### src/rtl/qte_pkg.sv
// shared widths, constants and helper functions of the quaternion to euler unit
package qte_pkg;

	// input sample width, signed q2.14
	localparam int QW = 16;
	// product width of two input samples
	localparam int PW = 32;
	// width of the doubled sums and differences (q28 operands)
	localparam int NW = 35;
	// width of the clamped asin argument, signed, magnitude up to 2^28
	localparam int SW = 30;
	// width of the magnitude of the asin argument
	localparam int MW = 29;
	// width of the radicand 2^56 - s^2
	localparam int RW = 57;
	// width of the square root result
	localparam int ROOT_W = 29;
	// number of root bits, one per square root stage
	localparam int SQ_STAGES = 29;
	// cordic datapath width
	localparam int CW = 37;
	// cordic angle accumulator width, q24 radians
	localparam int ZW = 29;
	// width of the rounded angle before saturation
	localparam int OW = 17;
	// length of the arctangent table
	localparam int TAB_LEN = 24;

	localparam logic signed [NW-1:0] ONE_Q28 = NW'(64'sd268435456);
	localparam logic signed [ZW-1:0] PI_Q24 = ZW'(64'sd52707179);
	localparam logic signed [OW-1:0] ROLL_LIM = OW'(64'sd12868);
	localparam logic signed [OW-1:0] PITCH_LIM = OW'(64'sd6434);
	localparam logic signed [ZW-1:0] HALF_LSB = ZW'(64'sd2048);

	// atan(2^-i) in q24, rounded to nearest
	function automatic logic signed [ZW-1:0] atan_q24(input int idx);
		logic [24:0] v;
		case (idx)
			0: v = 25'd13176795;
			1: v = 25'd7778716;
			2: v = 25'd4110060;
			3: v = 25'd2086331;
			4: v = 25'd1047214;
			5: v = 25'd524117;
			6: v = 25'd262123;
			7: v = 25'd131069;
			8: v = 25'd65536;
			9: v = 25'd32768;
			10: v = 25'd16384;
			11: v = 25'd8192;
			12: v = 25'd4096;
			13: v = 25'd2048;
			14: v = 25'd1024;
			15: v = 25'd512;
			16: v = 25'd256;
			17: v = 25'd128;
			18: v = 25'd64;
			19: v = 25'd32;
			20: v = 25'd16;
			21: v = 25'd8;
			22: v = 25'd4;
			23: v = 25'd2;
			default: v = 25'd0;
		endcase
		return signed'(ZW'(v));
	endfunction

	// round half up from q24 to q12, then saturate to +-lim
	function automatic logic signed [OW-1:0] round_sat(input logic signed [ZW-1:0] z,
			input logic signed [OW-1:0] lim);
		logic signed [ZW:0] sum;
		logic signed [OW-1:0] q;
		sum = (ZW+1)'(z) + (ZW+1)'(HALF_LSB);
		q = OW'(sum >>> 12);
		if (q > lim) begin
			q = lim;
		end else if (q < -lim) begin
			q = -lim;
		end
		return q;
	endfunction

endpackage

### src/rtl/qte_isqrt.sv
// pipelined floor square root, one result bit per register stage
module qte_isqrt (
	input  logic                          clk,
	input  logic [qte_pkg::RW-1:0]        rad,
	output logic [qte_pkg::ROOT_W-1:0]    root
);

	localparam int N = qte_pkg::SQ_STAGES;
	localparam int TW = qte_pkg::RW + 1;

	logic [TW-1:0]               rem_s [0:N];
	logic [qte_pkg::ROOT_W-1:0]  res_s [0:N];

	// stage zero is the radicand itself
	assign rem_s[0] = TW'(rad);
	assign res_s[0] = '0;

	for (genvar i = 0; i < N; i++) begin : g_stage
		localparam int K = N - 1 - i;
		logic [TW-1:0] trial;

		// (res + 2^k)^2 - res^2 = res * 2^(k+1) + 2^(2k)
		assign trial = (TW'(res_s[i]) << (K + 1)) | (TW'(1) << (2 * K));

		// restoring step for root bit k
		always_ff @(posedge clk) begin
			if (rem_s[i] >= trial) begin
				rem_s[i+1] <= rem_s[i] - trial;
				res_s[i+1] <= res_s[i] | (qte_pkg::ROOT_W'(1) << K);
			end else begin
				rem_s[i+1] <= rem_s[i];
				res_s[i+1] <= res_s[i];
			end
		end
	end

	assign root = res_s[N];

endmodule

### config.mk
export PLATFORM = sky130hd
export DESIGN_NAME = qte_isqrt
export DESIGN_NICKNAME = d
export VERILOG_FILES = /design/src/rtl/qte_pkg.sv /design/src/rtl/qte_isqrt.sv
export SDC_FILE = /design/constraint.sdc
export NUM_CORES = 2
export LEC_CHECK = 0
export ABC_AREA = 1
export BUFFER_PORTS_ARGS = -buffer_cell sky130_fd_sc_hd__buf_4
export CAP_MARGIN = 0
export CORE_MARGIN = 8
export CORE_UTILIZATION = 64
export CTS_CLUSTER_DIAMETER = 50
export DETAILED_ROUTE_END_ITERATION = 8
export HOLD_SLACK_MARGIN = 0.12
export PLACE_DENSITY = 0.83
export SLEW_MARGIN = 20
export SYNTH_ARGS = -nofsm -noshare
export SYNTH_HDL_FRONTEND = slang
export SYNTH_SLANG_ARGS = --single-unit
### constraint.sdc
create_clock -name clk -period 2.15 [get_ports clk]
set_input_delay 0.645 -clock clk [delete_from_list [all_inputs] [get_ports clk]]
set_output_delay 0.645 -clock clk [all_outputs]
set_load 0.02 [all_outputs]
==> results of run 1 <==
## cell usage after synthesis (all sizes together), types with 8 or more instances
cell type | instances | area, um^2
nor2 | 1623 | 6190
o21bai | 17 | 128
or2 | 20 | 125
xor2 | 214 | 1870
ha | 460 | 5760
nand3 | 822 | 4180
buf | 103 | 736
nor3 | 156 | 836
inv | 2468 | 9270
nand4 | 264 | 1650
nand2 | 4831 | 18200
o211ai | 8 | 60.1
dfxtp | 2059 | 41200
xnor2 | 171 | 1500
nand3b | 101 | 758
and2 | 31 | 194
a21o | 20 | 150
a21boi | 16 | 124
o21a | 11 | 82.6
and3 | 10 | 62.6
a21oi | 532 | 2870
o21ai | 338 | 1710
nor3b | 10 | 75.1
clkbuf | 8 | 36.3
nor4 | 100 | 626
## timing repair
| item | 4_1_cts |
|---|---|
| hold endpoints to repair | 57 |
| setup endpoints to repair | 621 |
| gates cloned | 19 |
| setup buffers | 86 |
| hold buffers | 57 |
| gates resized for setup | 709 |
| pin swaps | 80 |
## per-stage QoR
| step | worst slack (ns) | utilization |
|---|---|---|
| floorplan | 0.193 | - |
| global placement | -0.338 | 0.737 |
| CTS | -0.0787 | 0.818 |
| detailed placement | -0.323 | 0.737 |
## layer usage
metal,GRT overflow,global-route usage
met4,483,0.778
met5,13,0.374
met2,742,0.927
met1,71,0.775
met3,65,0.670
## kinds of logic after synthesis
| logic type | count (synthesis) |
|---|---|
| other | 1 |
| AO/OA/AOI/OAI | 952 |
| AND/OR/NAND/NOR | 7974 |
| flip-flops | 2059 |
| XOR/XNOR | 385 |
| buffers and inverters | 2579 |
| adder cells (fa/ha/maj) | 460 |
==> impl_results.md, run 1 <==
- Status: aborted with a tool error
- Last stage: global routing (5_1_grt)
- Stop err: [ERROR GRT-0232] Routing congestion too high. Check the congestion heatmap in the GUI.
- Worst EP post-GRT repair: rem_s[1326]$_DFF_P_/D
- Unique cell type count in the Yosys netlist: 57
- Final HPWL DP: between 200000 and 300000 um
- Largest family of logic cells by synthesized area: simple AND/OR/NAND/NOR gates
- Synth Area in Compound Gates: 0.0528
- # IOs: 87
- Synthesized area: a little under 100000 um^2
- Flops & latches, synth: 2059
- Ys Warns: 0
- Synth Area in XOR/XNOR: 0.0342
- Chip height: 408 um
- Die W: between 400 and 500 um
- Clk sinks: 2059
- Clock Tree Buf Depth: 3
- Worst EP kind: sequential cell input
- Post-Synthesis Cells: 14.4k
- Pin count of the biggest net entering global routing: 39
- Multiplexer share of the synthesized area: 0
- I/O Buffers: 86
- Synth Area in Simple Gates: 0.334
- Number of synthesized flops with an enable pin: 0
- Gr usage total: 0.784
- Root buf cell: clkbuf_16
- DP Area: 113000 um^2
- Register area share after synthesis: 0.418
- Global placer's final weighted congestion: 1.08
- Post-synthesis adder-cell area fraction: 0.0584
- Core Rows: 144
- Main synth FF type: dfxtp_1
- Congestion Overflow GR: 1374
- Post-Syn Area per Cell: 6.84 um^2
- CTS H-tree depth: 4
- FFs w/ async S/R, synth: 0
- Placed insts: around 18k
- Starting density of the core: 0.642
- CTS buffer count: 217
==> run 2: changes to the inputs <==
--- a/config.mk
+++ b/config.mk
@@ -9,11 +9,9 @@
 export BUFFER_PORTS_ARGS = -buffer_cell sky130_fd_sc_hd__buf_4
 export CAP_MARGIN = 0
 export CORE_MARGIN = 8
-export CORE_UTILIZATION = 64
-export CTS_CLUSTER_DIAMETER = 50
+export CORE_UTILIZATION = 40
 export DETAILED_ROUTE_END_ITERATION = 8
-export HOLD_SLACK_MARGIN = 0.12
-export PLACE_DENSITY = 0.83
+export PLACE_DENSITY_LB_ADDON = 0.15
 export SLEW_MARGIN = 20
 export SYNTH_ARGS = -nofsm -noshare
 export SYNTH_HDL_FRONTEND = slang
==> run 2 against run 1 <==
The flow now finishes, with violations (setup timing). Area after synthesis stayed put. Synthesized cell count is the same.
==> impl_results.md, run 2 <==
- Status: finished, violations left (was aborted with a tool error)
- Failing checks: setup timing
- # IOs: 87 (unchanged)
- First-pass GRT wire length: 529000 um
- Fin crit period: 2.18 ns
- Pwr/cell area: 1190 nW/um^2
- Final Max Tran Viols: 0
- Largest cells by area after synthesis: dfxtp_1, nand2_1, inv_1 (unchanged)
- Top-count cell post-synth: nand2_1 (unchanged)
- Post-Synthesis Cells: 14.4k (unchanged)
- Gr usage total: 0.258
- Core area: 245000 um^2
- Final std cells w/o fill: 20.2k
- Worst r2r src: g_stage[21].trial[31]
- Worst EP required: 2.91 ns
- Share of cells above drive strength 1: 0.281
- DR vias: a little under 100k
- Rel. slew slack: 0.645
- Clock Tree Buf Depth: 3 (unchanged)
- Global placer's final weighted congestion: 0.990 (was 1.08)
- Initial antenna violation count: 10
- DRC viols: 0
- Core Rows: 182 (was 144)
- Root buf cell: clkbuf_16 (unchanged)
- Most common cell after layout, fill and taps aside: nand2_1
- Commonest non-fill, non-tap cells in the layout: nand2_1, inv_1, buf_4
- Achievable Freq: between 0.4 and 0.5 GHz
- Routed WL: 361000 um
- Congestion Overflow GR: 0
- Clk pin slew, worst setup/hold paths: 0.06 ns
- Arr. time, crit path: 2.94 ns
- Largest reg by FF count: rem_s
- Vias per inst: 4.78
- Synth top cells by count: nand2_1, inv_1, dfxtp_1 (unchanged)
- Register area share after synthesis: 0.418 (unchanged)
- RSZ-0062 raised after global routing: true
- DRT antenna net count: 0
- Reg2Reg Depth: 16
- Crit path launch type: register
- Fin crit share: 1.01
- CTS tree: built
- Die area: about 260000 um^2
- Hold Crit Start: rem_s[891]
- Layout Area Growth over Synthesis: 40.2%
- I/O Buffers: 86 (unchanged)
- FFs w/ async S/R, synth: 0 (unchanged)
- Leak: 69.4 nW
- Clock Skew: roughly 0.11 ns
- Hold crit path type: register to register
- Worst ir drop on vdd: 887 uV
- Fin area: 138000 um^2
- DP Area: 118000 um^2 (was 113000 um^2)
- Synth top area share: 0.418 (unchanged)
- Worst skew pair latency: between 0.9 and 1 ns
- Placed insts: 19.5k (was 18.0k)
- DRT Pass-1 Iters: 8
- Flops & latches, synth: 2059 (unchanged)
- Main synth FF type: dfxtp_1 (unchanged)
- Critical path type: register to register
- Clk sinks: 2059 (unchanged)
- Leading area contributor after synthesis: dfxtp_1 (unchanged)
- Drt first-iter violations: between 6k and 7k
- Hold Fails Final Rpt: 0
- Max reg flops: 1624
- Pin slew with the least headroom to its limit: 0.532 ns
- CTS buffer count: 217 (unchanged)
- Crit path launch: g_stage[21].trial[31]
- Chip height: 512 um (was 408 um)
- Drt wl/cell: 17.9 um
- Final HPWL DP: 293000 um (was 273000 um)
- Final worst slack: -0.0280 ns
- Layout net count: ~17k
- CTS H-tree depth: 4 (unchanged)
- Worst Setup EP: rem_s[426]
- Number of synthesized flops with an enable pin: 0 (unchanged)
- Post-Syn Area per Cell: 6.84 um^2 (unchanged)
- CP Capture Type: register
- Synthesized area: 98500 um^2 (unchanged)
- Reg2reg setup slack: -0.03 ns
- Vias in the first global route: between 90k and 100k
- Die W: 512 um (was 408 um)
- Unique cell type count in the Yosys netlist: 57 (unchanged)
- Max FO, Critical Path: 5
- Pin count of the biggest net entering global routing: 31
- # setup viols final: 17
- RR Endpoint: rem_s[426]
- Starting density of the core: 0.401 (was 0.642)
- Ys Warns: 0 (unchanged)
- Maxcap violations: 0
- Setup TNS Final: -0.190 ns
run 2: cell counts after synthesis:
Identical to the previous run, type by type.
run 2: layout make-up:
type / count / area (um^2)
repair buffers: 2284 / 18800
fillers: 23482 / 107000
clock buffers: 289 / 6080
multi-input cells: 9775 / 56300
well taps: 3220 / 4030
repair inverters: 3 / 18.8
clock inverters: 119 / 1730
diodes: 7 / 17.5
flip-flops and latches: 2059 / 41800
inverters: 2468 / 9350
run 2: stage by stage:
step           worst slack, ns  hold WS [ns]  power [W]   util
3_5_place_dp            -0.497         0.329      0.114  0.479
4_1_cts                -0.0352         0.276      0.158  0.529
5_1_grt                 -0.144         0.287      0.175  0.563
2_1_floorplan            0.193         0.322     0.0846      -
3_3_place_gp            -0.502         0.327      0.114  0.479
6_report               -0.0280         0.290      0.165  0.563
run 2: kinds of logic after synthesis:
logic type	Yosys count	share of synthesized area
other	1	0.0000381
XOR/XNOR	385	0.0342
flip-flops	2059	0.418
buffers and inverters	2579	0.102
adder cells (fa/ha/maj)	460	0.0584
AO/OA/AOI/OAI	952	0.0528
AND/OR/NAND/NOR	7974	0.334
run 2: critical path: stages (launching register included):
cell     delay [ns]
dfxtp_2        0.35
inv_2          0.05
ha_4           0.26
nand2_2        0.06
nand2_2        0.07
nand2_2        0.07
nand3_2        0.09
a21oi_2        0.15
nor2_1         0.06
nor2_1         0.10
buf_4          0.15
nand2_4        0.06
nor2_4         0.12
buf_6          0.16
buf_12         0.14
nand2_4        0.05
nand2_4        0.11
run 2: worst min path at each step:
stage | end | slack [ns] | cells past startpoint
final | rem_s[833] | 0.29 | 0
after global routing | rem_s[833] | 0.29 | 0
after CTS | rem_s[833] | 0.28 | 0
after detailed placement | rem_s[824] | 0.33 | 0
after global placement | rem_s[815] | 0.33 | 0
after floorplan | rem_s[232] | 0.32 | 0
run 2: timing repair:
item                       CTS  global route
setup endpoints to repair  607           756
cloned                      12            25
resized for setup          738          1839
hold buffers                57             0
hold endpoints to repair    57             0
setup buffers               78           107
pin swaps                  112           367
run 2: where the power goes:
| group | total, W | switching, W | internal [W] |
|---|---|---|---|
| Sequential | 0.0575 | 0.0104 | 0.0471 |
| Combinational | 0.0675 | 0.0380 | 0.0295 |
| Clock | 0.0398 | 0.0166 | 0.0232 |
| Total | 0.165 | 0.0651 | 0.0998 |
run 2: layer usage:
| layer | wire, um | global-route usage |
|---|---|---|
| met5 | 13 | 0 |
| met4 | 18100 | 0.104 |
| met3 | 19000 | 0.0340 |
| met2 | 175000 | 0.463 |
| met1 | 149000 | 0.311 |
Power figures use the tool's default switching activity.
